$ cat config.mk
export PLATFORM = sky130hd
export DESIGN_NAME = viterbi_min_cost_path_decoder_unit
export DESIGN_NICKNAME = d
export VERILOG_FILES = /design/src/vmcp_pkg.sv /design/src/vmcp_front.sv /design/src/vmcp_back.sv /design/src/viterbi_min_cost_path_decoder_unit.sv
export SDC_FILE = /design/constraint.sdc
export NUM_CORES = 2
export LEC_CHECK = 0
export BUFFER_PORTS_ARGS = -buffer_cell sky130_fd_sc_hd__buf_2
export CAP_MARGIN = 20
export CORE_ASPECT_RATIO = 2
export CORE_MARGIN = 4
export CORE_UTILIZATION = 55
export CTS_CLUSTER_DIAMETER = 80
export DETAILED_ROUTE_END_ITERATION = 6
export HOLD_SLACK_MARGIN = 0.06
export PLACE_DENSITY = 0.71
export SETUP_SLACK_MARGIN = 0.15
export SYNTH_ARGS = -nofsm -noshare
export SYNTH_HDL_FRONTEND = slang
export SYNTH_HIERARCHICAL = 1
export SYNTH_SLANG_ARGS = --single-unit
$ cat constraint.sdc
create_clock -name clk -period 19.6 [get_ports clk]
set_clock_uncertainty 0.15 [all_clocks]
set_input_delay 0.98 -clock clk [delete_from_list [all_inputs] [get_ports clk]]
set_output_delay 0.98 -clock clk [all_outputs]
set_load 0.03 [all_outputs]
$ cat src/vmcp_pkg.sv
// Package for the min-cost path decoder: item and command types, mode codes,
// table sizes and cost/metric widths. No dependencies.
`timescale 1ns / 1ps
package vmcp_pkg;

  localparam int N_STATES    = 4;
  localparam int N_SYMBOLS   = 4;
  localparam int MAX_LEN_DEF = 64;
  localparam int COST_BITS   = 16;
  localparam int METRIC_BITS = 24;
  localparam int STATE_W     = 2;
  localparam int POS_W       = 6;
  localparam int BP_ROW_W    = N_STATES * STATE_W;

  localparam logic [2:0] MODE_SYMBOL     = 3'd0;
  localparam logic [2:0] MODE_LOAD_SYM   = 3'd1;
  localparam logic [2:0] MODE_LOAD_TRANS = 3'd2;
  localparam logic [2:0] MODE_LOAD_INIT  = 3'd3;
  localparam logic [2:0] MODE_LOAD_FINAL = 3'd4;

  typedef logic signed [COST_BITS-1:0]   cost_t;
  typedef logic signed [METRIC_BITS-1:0] metric_t;

  typedef struct packed {
    logic [2:0]         mode;
    logic [1:0]         symbol;
    logic [1:0]         row_index;
    logic [1:0]         col_index;
    logic signed [15:0] cost_value;
    logic               last_symbol;
  } in_item_t;

  typedef struct packed {
    logic [1:0] label_state;
    logic [5:0] position;
    logic       last_label;
    logic       overflow;
  } out_item_t;

  typedef enum logic [4:0] {
    OP_SYMBOL     = 5'b00001,
    OP_LOAD_SYM   = 5'b00010,
    OP_LOAD_TRANS = 5'b00100,
    OP_LOAD_INIT  = 5'b01000,
    OP_LOAD_FINAL = 5'b10000
  } op_t;

  typedef struct packed {
    op_t        op;
    logic [1:0] sym;
    logic [1:0] row;
    logic [1:0] col;
    cost_t      cost;
    logic       last;
  } cmd_t;

  typedef struct packed {
    logic [1:0] count;
  } front_stat_t;

  typedef struct packed {
    logic tracing;
    logic take;
  } back_stat_t;

endpackage

$ cat src/vmcp_front.sv
// Front end: accepts input items, decodes the mode and queues commands.
// Depends on vmcp_pkg.
`timescale 1ns / 1ps
module vmcp_front (
  input  logic               clk,
  input  logic               rst_n,
  input  logic               in_push,
  input  vmcp_pkg::in_item_t in_item,
  output logic               in_full,
  output logic               cmd_valid,
  output vmcp_pkg::cmd_t     cmd,
  input  logic               cmd_take,
  output vmcp_pkg::front_stat_t stat
);
  import vmcp_pkg::*;

  cmd_t       q_r [2];
  logic       wr_r, rd_r;
  logic [1:0] cnt_r;
  cmd_t       dec;
  logic       known, enq, deq;

  // Decode mode; reserved modes are dropped here.
  always_comb begin
    known    = 1'b1;
    dec.op   = OP_SYMBOL;
    dec.sym  = in_item.symbol;
    dec.row  = in_item.row_index;
    dec.col  = in_item.col_index;
    dec.cost = cost_t'(in_item.cost_value);
    dec.last = in_item.last_symbol;
    unique case (in_item.mode)
      MODE_SYMBOL:     dec.op = OP_SYMBOL;
      MODE_LOAD_SYM:   dec.op = OP_LOAD_SYM;
      MODE_LOAD_TRANS: dec.op = OP_LOAD_TRANS;
      MODE_LOAD_INIT:  dec.op = OP_LOAD_INIT;
      MODE_LOAD_FINAL: dec.op = OP_LOAD_FINAL;
      default:         known  = 1'b0;
    endcase
  end

  assign in_full   = (cnt_r == 2'd2);
  assign enq       = in_push && !in_full && known;
  assign deq       = cmd_take && cmd_valid;
  assign cmd_valid = (cnt_r != 2'd0);
  assign cmd       = q_r[rd_r];
  assign stat.count = cnt_r;

  always_ff @(posedge clk) begin
    if (enq) begin
      q_r[wr_r] <= dec;
    end
  end

  always_ff @(posedge clk) begin
    if (!rst_n) begin
      wr_r  <= 1'b0;
      rd_r  <= 1'b0;
      cnt_r <= 2'd0;
    end else begin
      if (enq) begin
        wr_r <= ~wr_r;
      end
      if (deq) begin
        rd_r <= ~rd_r;
      end
      case ({enq, deq})
        2'b10:   cnt_r <= cnt_r + 2'd1;
        2'b01:   cnt_r <= cnt_r - 2'd1;
        default: cnt_r <= cnt_r;
      endcase
    end
  end

endmodule

$ cat src/vmcp_back.sv
// Back end: cost tables, add-compare-select, backpointer memory, traceback
// and the result queue. Depends on vmcp_pkg.
`timescale 1ns / 1ps
module vmcp_back #(
  parameter int MAX_LEN = vmcp_pkg::MAX_LEN_DEF
) (
  input  logic                  clk,
  input  logic                  rst_n,
  input  logic                  cmd_valid,
  input  vmcp_pkg::cmd_t        cmd,
  output logic                  cmd_take,
  output logic                  out_empty,
  input  logic                  out_pop,
  output vmcp_pkg::out_item_t   out_item,
  output vmcp_pkg::back_stat_t  stat
);
  import vmcp_pkg::*;

  localparam int CNT_W  = $clog2(MAX_LEN + 1);
  localparam int ADDR_W = $clog2(MAX_LEN);
  localparam int EXT_W  = METRIC_BITS - COST_BITS;

  typedef enum logic [3:0] {
    ST_IDLE  = 4'b0001,
    ST_FINAL = 4'b0010,
    ST_PICK  = 4'b0100,
    ST_TRACE = 4'b1000
  } st_t;

  st_t st_r;

  cost_t   sym_tab_r   [N_STATES][N_SYMBOLS];
  cost_t   trans_tab_r [N_STATES][N_STATES];
  cost_t   init_tab_r  [N_STATES];
  cost_t   fin_tab_r   [N_STATES];
  metric_t pm_r        [N_STATES];
  metric_t fin_r       [N_STATES];
  logic [BP_ROW_W-1:0] fbp_r;

  logic [CNT_W-1:0]  cnt_r;
  logic              in_seq_r, drop_r;

  logic [BP_ROW_W-1:0] bp_mem [MAX_LEN];
  logic [BP_ROW_W-1:0] rdata_r;
  logic                bp_we, bp_re;
  logic [ADDR_W-1:0]   bp_waddr, bp_raddr;

  logic [STATE_W-1:0] cur_r, cur_sel;
  logic               rd_pend_r, tr_ovf_r;
  logic [ADDR_W-1:0]  pos_r;

  out_item_t  oq_r [2];
  logic       owr_r, ord_r;
  logic [1:0] ocnt_r;
  logic       opush, opop;
  out_item_t  onew;

  metric_t                   pm_src   [N_STATES];
  logic signed [METRIC_BITS:0] acs_best [N_STATES];
  logic [BP_ROW_W-1:0]       acs_bp;
  logic signed [METRIC_BITS:0] c;
  logic [STATE_W-1:0]        pick;
  metric_t                   pick_v;

  assign cmd_take     = (st_r == ST_IDLE) && cmd_valid;
  assign stat.tracing = (st_r == ST_TRACE);
  assign stat.take    = cmd_take;

  // Add-compare-select over all states; strict less-than keeps the lowest state.
  always_comb begin
    for (int s = 0; s < N_STATES; s++) begin
      pm_src[s] = in_seq_r ? pm_r[s] : {{EXT_W{init_tab_r[s][COST_BITS-1]}}, init_tab_r[s]};
    end
    acs_bp = '0;
    c      = '0;
    for (int ns = 0; ns < N_STATES; ns++) begin
      acs_best[ns] = {pm_src[0][METRIC_BITS-1], pm_src[0]}
                   + {{(EXT_W+1){trans_tab_r[0][ns][COST_BITS-1]}}, trans_tab_r[0][ns]};
      acs_bp[ns*STATE_W +: STATE_W] = '0;
      for (int os = 1; os < N_STATES; os++) begin
        c = {pm_src[os][METRIC_BITS-1], pm_src[os]}
          + {{(EXT_W+1){trans_tab_r[os][ns][COST_BITS-1]}}, trans_tab_r[os][ns]};
        if (c < acs_best[ns]) begin
          acs_best[ns] = c;
          acs_bp[ns*STATE_W +: STATE_W] = STATE_W'(os);
        end
      end
    end
  end

  // Cheapest end state after final costs.
  always_comb begin
    pick   = '0;
    pick_v = fin_r[0];
    for (int s = 1; s < N_STATES; s++) begin
      if (fin_r[s] < pick_v) begin
        pick_v = fin_r[s];
        pick   = STATE_W'(s);
      end
    end
  end

  assign cur_sel  = rd_pend_r ? rdata_r[cur_r*STATE_W +: STATE_W] : cur_r;
  assign bp_waddr = cnt_r[ADDR_W-1:0];
  assign bp_we    = cmd_take && (cmd.op == OP_SYMBOL) && (cnt_r < CNT_W'(MAX_LEN));
  assign bp_re    = (st_r == ST_TRACE) && (ocnt_r != 2'd2) && (pos_r != '0);
  assign bp_raddr = pos_r;
  assign opush    = (st_r == ST_TRACE) && (ocnt_r != 2'd2);
  assign opop     = out_pop && !out_empty;
  assign out_empty = (ocnt_r == 2'd0);
  assign out_item  = oq_r[ord_r];

  always_comb begin
    onew.label_state = cur_sel;
    onew.position    = POS_W'(pos_r);
    onew.last_label  = (pos_r == '0);
    onew.overflow    = tr_ovf_r;
  end

  always_ff @(posedge clk) begin
    if (bp_we) begin
      bp_mem[bp_waddr] <= acs_bp;
    end
    if (bp_re) begin
      rdata_r <= bp_mem[bp_raddr];
    end
  end

  always_ff @(posedge clk) begin
    if (opush) begin
      oq_r[owr_r] <= onew;
    end
  end

  // Path metrics and final sums need no reset: written before read.
  always_ff @(posedge clk) begin
    if (bp_we) begin
      for (int s = 0; s < N_STATES; s++) begin
        pm_r[s] <= acs_best[s][METRIC_BITS-1:0]
                 + ((int'(cmd.sym) < N_SYMBOLS) ?
                    {{EXT_W{sym_tab_r[s][cmd.sym][COST_BITS-1]}}, sym_tab_r[s][cmd.sym]}
                    : metric_t'(0));
      end
    end
    if (st_r == ST_FINAL) begin
      for (int s = 0; s < N_STATES; s++) begin
        fin_r[s] <= acs_best[s][METRIC_BITS-1:0]
                  + {{EXT_W{fin_tab_r[s][COST_BITS-1]}}, fin_tab_r[s]};
      end
      fbp_r <= acs_bp;
    end
  end

  always_ff @(posedge clk) begin
    if (!rst_n) begin
      st_r      <= ST_IDLE;
      cnt_r     <= '0;
      in_seq_r  <= 1'b0;
      drop_r    <= 1'b0;
      cur_r     <= '0;
      rd_pend_r <= 1'b0;
      tr_ovf_r  <= 1'b0;
      pos_r     <= '0;
      owr_r     <= 1'b0;
      ord_r     <= 1'b0;
      ocnt_r    <= 2'd0;
      for (int r = 0; r < N_STATES; r++) begin
        init_tab_r[r] <= '0;
        fin_tab_r[r]  <= '0;
        for (int k = 0; k < N_SYMBOLS; k++) begin
          sym_tab_r[r][k] <= '0;
        end
        for (int k = 0; k < N_STATES; k++) begin
          trans_tab_r[r][k] <= '0;
        end
      end
    end else begin
      if (opush) begin
        owr_r <= ~owr_r;
      end
      if (opop) begin
        ord_r <= ~ord_r;
      end
      case ({opush, opop})
        2'b10:   ocnt_r <= ocnt_r + 2'd1;
        2'b01:   ocnt_r <= ocnt_r - 2'd1;
        default: ocnt_r <= ocnt_r;
      endcase

      unique case (st_r)
        ST_IDLE: begin
          if (cmd_take) begin
            unique case (cmd.op)
              OP_LOAD_SYM: begin
                if (int'(cmd.row) < N_STATES && int'(cmd.col) < N_SYMBOLS) begin
                  sym_tab_r[cmd.row][cmd.col] <= cmd.cost;
                end
              end
              OP_LOAD_TRANS: begin
                if (int'(cmd.row) < N_STATES && int'(cmd.col) < N_STATES) begin
                  trans_tab_r[cmd.row][cmd.col] <= cmd.cost;
                end
              end
              OP_LOAD_INIT: begin
                if (int'(cmd.row) < N_STATES) begin
                  init_tab_r[cmd.row] <= cmd.cost;
                end
              end
              OP_LOAD_FINAL: begin
                if (int'(cmd.row) < N_STATES) begin
                  fin_tab_r[cmd.row] <= cmd.cost;
                end
              end
              OP_SYMBOL: begin
                in_seq_r <= 1'b1;
                if (bp_we) begin
                  cnt_r <= cnt_r + CNT_W'(1);
                end else begin
                  drop_r <= 1'b1;
                end
                if (cmd.last) begin
                  st_r <= ST_FINAL;
                end
              end
              default: st_r <= ST_IDLE;
            endcase
          end
        end
        ST_FINAL: begin
          // Capture the last position and overflow flag, then close the sequence.
          pos_r    <= ADDR_W'(cnt_r - CNT_W'(1));
          tr_ovf_r <= drop_r;
          cnt_r    <= '0;
          in_seq_r <= 1'b0;
          drop_r   <= 1'b0;
          st_r     <= ST_PICK;
        end
        ST_PICK: begin
          cur_r     <= fbp_r[pick*STATE_W +: STATE_W];
          rd_pend_r <= 1'b0;
          st_r      <= ST_TRACE;
        end
        ST_TRACE: begin
          cur_r <= cur_sel;
          if (opush) begin
            rd_pend_r <= bp_re;
            if (pos_r == '0) begin
              st_r <= ST_IDLE;
            end else begin
              pos_r <= pos_r - ADDR_W'(1);
            end
          end else begin
            rd_pend_r <= 1'b0;
          end
        end
        default: st_r <= ST_IDLE;
      endcase
    end
  end

endmodule

$ cat src/viterbi_min_cost_path_decoder_unit.sv
// Top level of the min-cost path decoder: front end, back end and checks.
// Depends on vmcp_pkg, vmcp_front and vmcp_back.
`timescale 1ns / 1ps
// Min-cost Viterbi labeller. Push load items to fill the symbol, transition,
// initial and final cost tables, then push symbol items; each symbol takes one
// add-compare-select step in the back end and stores one backpointer row.
// The symbol marked last is followed by a final transition step (ST_FINAL) and
// a pick of the cheapest end state (ST_PICK), then the traceback emits
// one label per cycle, from the last position down to zero, limited by the
// single read port of the backpointer memory and by result pops.
// A two-entry command queue lets the input side keep pushing while labels
// drain, and a two-entry result queue decouples pops from the traceback.
// Symbols past MAX_LEN are dropped and set overflow on every label of the
// sequence; reserved modes are dropped at the input.
module viterbi_min_cost_path_decoder_unit #(
  parameter int MAX_LEN = vmcp_pkg::MAX_LEN_DEF
) (
  input  logic                clk,
  input  logic                rst_n,
  input  logic                in_push,
  input  vmcp_pkg::in_item_t  in_item,
  output logic                in_full,
  output logic                out_empty,
  input  logic                out_pop,
  output vmcp_pkg::out_item_t out_item
);
  import vmcp_pkg::*;

  logic        cmd_valid, cmd_take;
  cmd_t        cmd;
  front_stat_t fstat;
  back_stat_t  bstat;

  // Decode and queue incoming items.
  vmcp_front u_front (
    .clk       (clk),
    .rst_n     (rst_n),
    .in_push   (in_push),
    .in_item   (in_item),
    .in_full   (in_full),
    .cmd_valid (cmd_valid),
    .cmd       (cmd),
    .cmd_take  (cmd_take),
    .stat      (fstat)
  );

  // Execute commands and trace back.
  vmcp_back #(.MAX_LEN(MAX_LEN)) u_back (
    .clk       (clk),
    .rst_n     (rst_n),
    .cmd_valid (cmd_valid),
    .cmd       (cmd),
    .cmd_take  (cmd_take),
    .out_empty (out_empty),
    .out_pop   (out_pop),
    .out_item  (out_item),
    .stat      (bstat)
  );

  // Hold commands back while a traceback runs.
  a_no_take_in_trace: assert property (@(posedge clk) disable iff (!rst_n)
    bstat.tracing |-> !bstat.take) else $error("command taken during traceback");

  // Command queue never exceeds its depth.
  a_queue_depth: assert property (@(posedge clk) disable iff (!rst_n)
    fstat.count != 2'd3) else $error("command queue overrun");

  // A symbol pushed into an empty queue is offered next cycle.
  a_symbol_queued: assert property (@(posedge clk) disable iff (!rst_n)
    (in_push && !in_full && in_item.mode == MODE_SYMBOL && fstat.count == 2'd0)
    |=> cmd_valid) else $error("symbol item lost in front end");

endmodule

# Yosys cells after proc, flatten, opt, wreduce, memory -nomap -nowiden
# Memories as Yosys holds them, arrays and structs flattened. A register that Yosys moved wholly into a read port is not among the register bits.
# Cells that the tools add are included.
totals:
  latch_bits: 0
  inputBits: 30
  regBits: 39
  out_inout_bits: 12
  wordCells: 263
  mem_bits_ro: 0
  ram_bits: 1420
  n_memories: 9
memory_table:
  columns: ["memory", "words", "width", "read_ports", "rd_ports_with_merged_regs", "write_ports", "line_no", "rtl"]
  rows:
  - ["u_back.bp_mem", 64, 8, 1, 1, 1, "vmcp_back.sv:43", "logic [BP_ROW_W-1:0] bp_mem [MAX_LEN];"]
  - ["u_back.sym_tab_r", 4, 64, 4, 0, 4, "vmcp_back.sv:32", "cost_t sym_tab_r [N_STATES][N_SYMBOLS];"]
  - ["u_back.trans_tab_r", 4, 64, 4, 0, 4, "vmcp_back.sv:33", "cost_t trans_tab_r [N_STATES][N_STATES];"]
  - ["u_back.fin_r", 4, 24, 4, 0, 4, "vmcp_back.sv:37", "metric_t fin_r [N_STATES];"]
  - ["u_back.pm_r", 4, 24, 4, 0, 4, "vmcp_back.sv:36", "metric_t pm_r [N_STATES];"]
  - ["u_back.fin_tab_r", 4, 16, 4, 0, 4, "vmcp_back.sv:35", "cost_t fin_tab_r [N_STATES];"]
  - ["+3 memories", null, null, null, null, null, null, null]
classes:
  add_sub_neg: 31
  n_bitwise: 6
  magnitude_cmp: 19
  n_eq_ne: 28
  shifts: 2
  reduce_logical: 33
  muxes: 120
  div: 0
  multipliers: 0
ops:
  columns: ["cell", "n"]
  rows:
  - ["24-bit by 16-bit adder with 25-bit output", 16]
  - ["64-bit two-way mux", 6]
  - ["25-bit < comparator", 12]
  - ["24-bit two-way mux", 10]
  - ["25-bit two-way mux", 8]
  - ["24-bit adder", 8]
  - ["16-bit two-way mux", 11]
  - ["16-bit binary-select mux with 2-bit select", 4]
  - ["64-bit OR reduction", 2]
  - ["24-bit < comparator", 3]
  - ["1-bit two-way mux", 45]
  - ["16-bit demux with 2-bit select", 1]
  - ["16-bit OR reduction", 2]
  - ["2-bit two-way mux", 15]
  - ["7-bit two-way mux", 3]
  - ["5-bit one-hot mux with 4 select lines", 1]
  - ["4-bit two-way mux", 4]
  - ["4-bit one-hot mux with 4 select lines", 1]
  - ["8-bit by 4-bit variable part select with 2-bit output", 2]
  - ["7-bit one-hot mux with 2 select lines", 1]
  - ["6-bit two-way mux", 2]
  - ["2-bit one-hot mux with 2 select lines", 3]
  - ["6-bit one-hot mux with 2 select lines", 1]
  - ["2-bit nonzero test", 6]
  - ["other kinds (39)", 72]

# Depth between registers and ports, before layout
# An unclocked memory read counts as a cell.
depth:
  ltp_word: 10
  depth_mapped: 81
  depth_no_buf: 77

# Modules after synthesis
# The synthesis kept the hierarchy.
by_module_without_submodules:
  columns: ["module", "cells_each", "n_inst", "area_each_um2"]
  rows:
  - ["vmcp_back", 8228, 1, 91232.5]
  - ["vmcp_front", 119, 1, 2290.9]

# Worst setup path before layout
# OpenSTA, ideal clock, no wires.
synth_path:
  path_kind: "reg2reg"
  start: "reg u_back.in_seq_r"
  end: "mem u_back/pm_r[3][23] (netlist name), data pin"
  required_time_ns: 19.188
  setup_slack_ns: 4.499
  arrival_time_ns: 14.689
  stages_incl_launch_ff: 77
  path_buffers: 7
  cell_sequence: "dfxtp_1 > clkbuf_1 > clkbuf_1 > mux2i_1 > inv_1 > ha_1 > a211oi_2 > o21a_1 > nor3_1 > o41a_1 > a221o_1 > a41oi_4 > nor2b_1 > o21a_1 > o21a_1 > o21ai_0 > nand2b_1 > xnor2_1 > [... 41 more ...] > o21ai_0 > ha_1 > a21o_1 > a21oi_1 > o21bai_1 > a21oi_1 > o21bai_1 > a21oi_1 > o21ai_0 > o41ai_1 > o21ai_0 > nor4_1 > nor3_1 > a41o_1 > o41ai_1 > mux2i_1 > o221ai_1 > xnor2_1"
synth_lines:
  columns: ["element", "line_no", "rtl"]
  rows:
  - ["from (decl)", "vmcp_back.sv:41", "logic in_seq_r, drop_r;"]
  - ["from (signal assigned)", "vmcp_back.sv:158", "in_seq_r <= 1'b0;"]
  - ["from (signal assigned)", "vmcp_back.sv:215", "in_seq_r <= 1'b1;"]
  - ["from (signal assigned)", "vmcp_back.sv:234", "in_seq_r <= 1'b0;"]
  - ["to (decl)", "vmcp_back.sv:36", null]

==> impl_results.md <==
* Clk_lat worst skew at roughly 0.84 ns
* CTS Hold Bufs at 0
* Initial antenna violation count at 25
* Total track usage at 42.91%
* Non-filler cells, final at approximately 11000
* Wire length of the first global-routing pass at ~530 mm
* Layout area overhead at 10.27%
* Wire length per cell at between 30 and 40 µm
* WP data arrival at 18.97 ns
* Die Area at between 150000 and 200000 µm²
* Fin util at 61.12%
* Vias per cell at roughly 6.6
* Pre-CTS setup slack at around 1.7 ns
* Antenna Nets Post-Route at 0
* Num CTS Buffers at around 140
* Drt first pass iters at 7
* H-tree depth at 4
* Worst hold path type: in2reg
* Total power at between 15 and 20 mW
* Max-Cap Viols at 0
* CP Capture Type: register
* Final WL at 382.5 mm
* Gates resized, CTS repair at 0
* Area of the core at roughly 170000 µm²
* # nets final at approximately 9600
* Relative slew slack at ~14%
* Clk slew on worst S/H paths at about 0.070 ns
* CTS tree: done
* CP max FO at 30
* Total gr overflow at 0
* Hold Fails Final Rpt at 0
* Hold_ws at just over 0.2 ns
* Initial Util at ~55%
* DRC viols at 1
* Share of cells above drive strength 1 at between 10 and 15%
* CTS Buffer Depth at 4
* Worst Setup Start Kind: register
* Via count of the routed design at 71898
* R2r worst-path depth at 70
* Post-CTS setup buffer count at 0
* CP Class: reg2reg
* Cell area power density at about 170 nW/µm²
* Switch share at between 40% and 50%
* Status: complete, but fails checks
* FMAX at 53.81 MHz
* Pint at about 9.5 mW
* Final max-slew violation count at 0
* Vias in the first global route at 73173
* Placed instance area at 98180 µm²
* Design area at 103100 µm²
* Largest net degree at the start of global routing at between 70 and 80
* Syn avg cell area at roughly 11 µm²
* Peak VDD IR at approximately 0.00013 V
* Period utilisation layout at between 90 and 100%
* Die X at around 300 µm
* Setup TNS at 0 ns
* Fillers at 13594
* Critical Path Slowest Stage Cell: dfxtp_4
* Ys Warns at 6
* Worst Path Required at 19.98 ns
* Flop pwr share at around 26%
* Switch Pwr at 7.814 mW
* Hold Path Cell Cnt at 1
* I/O pins at 42
* Gate power share at between 50% and 60%
* Lkg Pwr at 41.30 nW
* Clock Sinks at 1469
* Worst-margin pin slew at between 1 and 1.5 ns
* Crit-path max cell delay at just over 0.6 ns
* Violated checks: DRC
* Row cnt at roughly 210
* Synth Cell Area at between 90000 and 100000 µm²
* Most used cell, CP: o21ai_0
* Die Y at just under 600 µm
* Synthesized net count at slightly above 9000
* Clock network fraction of total power at around 17%
* Mapped Cells at roughly 8300
* # setup viols final at 0
* Initial DRC Count at 6308
* Minimum clock period at between 15 and 20 ns
* Final Wtd Congestion at ~1.1
* Unrepaired setup endpoints after global routing: false
* Dpl cells at approximately 11000
* Final WS setup at approximately 1.0 ns
* Detailed Place HPWL at approximately 300 mm
* CTS Root Cell: clkbuf_16
* # port buffers at about 40
==> area by class of cell <==
class	instances	area, µm²	area share, %
antenna	29	72.57	0.07038
clock buffer	168	3796	3.681
clock inverter	82	894.6	0.8676
inverter	315	1187	1.152
multi-input combinational	6285	47760	46.32
sequential	1469	43790	42.47
tap	2257	2824	2.739
timing repair buffer	367	2783	2.699
==> sequential cells by signal, indices dropped and copies added (netlist names), 20 cells and up, named ones only <==
signal and flops:
u_back/bp_mem 512, u_back/sym_tab_r 256, u_back/trans_tab_r 256, u_back/fin_r 96, u_back/pm_r 96, u_back/fin_tab_r 64, u_back/init_tab_r 64, u_front/q_r 56
u_back/oq_r 20
==> layout by cell type, fill, tap and decap left out, types with 50 or more instances in the layout <==
| cell type | instances |
|---|---|
| edfxtp_1 | 1436 |
| ha_1 | 917 |
| nor2_1 | 677 |
| nand2_1 | 547 |
| a21oi_1 | 536 |
| and2_1 | 530 |
| o21ai_0 | 445 |
| xnor2_1 | 337 |
| inv_1 | 310 |
| buf_4 | 307 |
| a21o_1 | 255 |
| mux4_2 | 164 |
| mux2i_1 | 148 |
| clkbuf_16 | 146 |
| xor2_1 | 143 |
| nor2b_1 | 131 |
| nor3_1 | 114 |
| mux2_2 | 114 |
| nand2b_1 | 107 |
| o21a_1 | 102 |
| nand3_1 | 96 |
| o21bai_1 | 89 |
| nand4_1 | 72 |
| a211oi_1 | 60 |
| o21ai_1 | 50 |
==> worst max-delay path: cells and delay by family, from the launching register on <==
family	cells	cell delay [ns]
and+or+nand+nor	10	1.91
buffers and inverters	5	1.02
DFF	1	0.61
muxes	2	0.32
adders and majority gates	6	2.34
xor gates and xnor gates	2	0.32
AOI/OAI and AO/OA	45	11.50
==> per-layer routing <==
metal  vias up  GRT usage [%]  wire (µm)
met5         -              0         60
met4         8          52.89      60690
met3      1739          8.951      24440
met2      3570          75.26     191000
met1     35041          36.35     106300
li1      31540              -          -
==> final timing paths <==
path / slack, ns / start / end
max: 1.02 / u_back/in_seq_r$_SDFFE_PN0P_ / u_back/fin_r[2][22]$_DFFE_PP_
min: 0.20 / in_item[22] / u_front/q_r[1][22]$_DFFE_PP_
max reg2reg: 1.02 / u_back/in_seq_r$_SDFFE_PN0P_ / u_back/fin_r[2][22]$_DFFE_PP_
min reg2reg: 0.33 / u_back/drop_r$_SDFFE_PN0P_ / u_back/drop_r$_SDFFE_PN0P_
==> power groups by stage <==
stage / Clock [mW] / Combinational (mW) / Sequential (mW)
floorplan: 0 / 5.45 / 4.51
global placement: 0 / 9.43 / 4.52
detailed placement: 0 / 9.62 / 4.52
CTS: 2.88 / 9.66 / 4.46
global route: 3.01 / 10.5 / 4.46
finish: 2.85 / 9.98 / 4.46
Note: power is estimated with default switching activity, not from simulation.
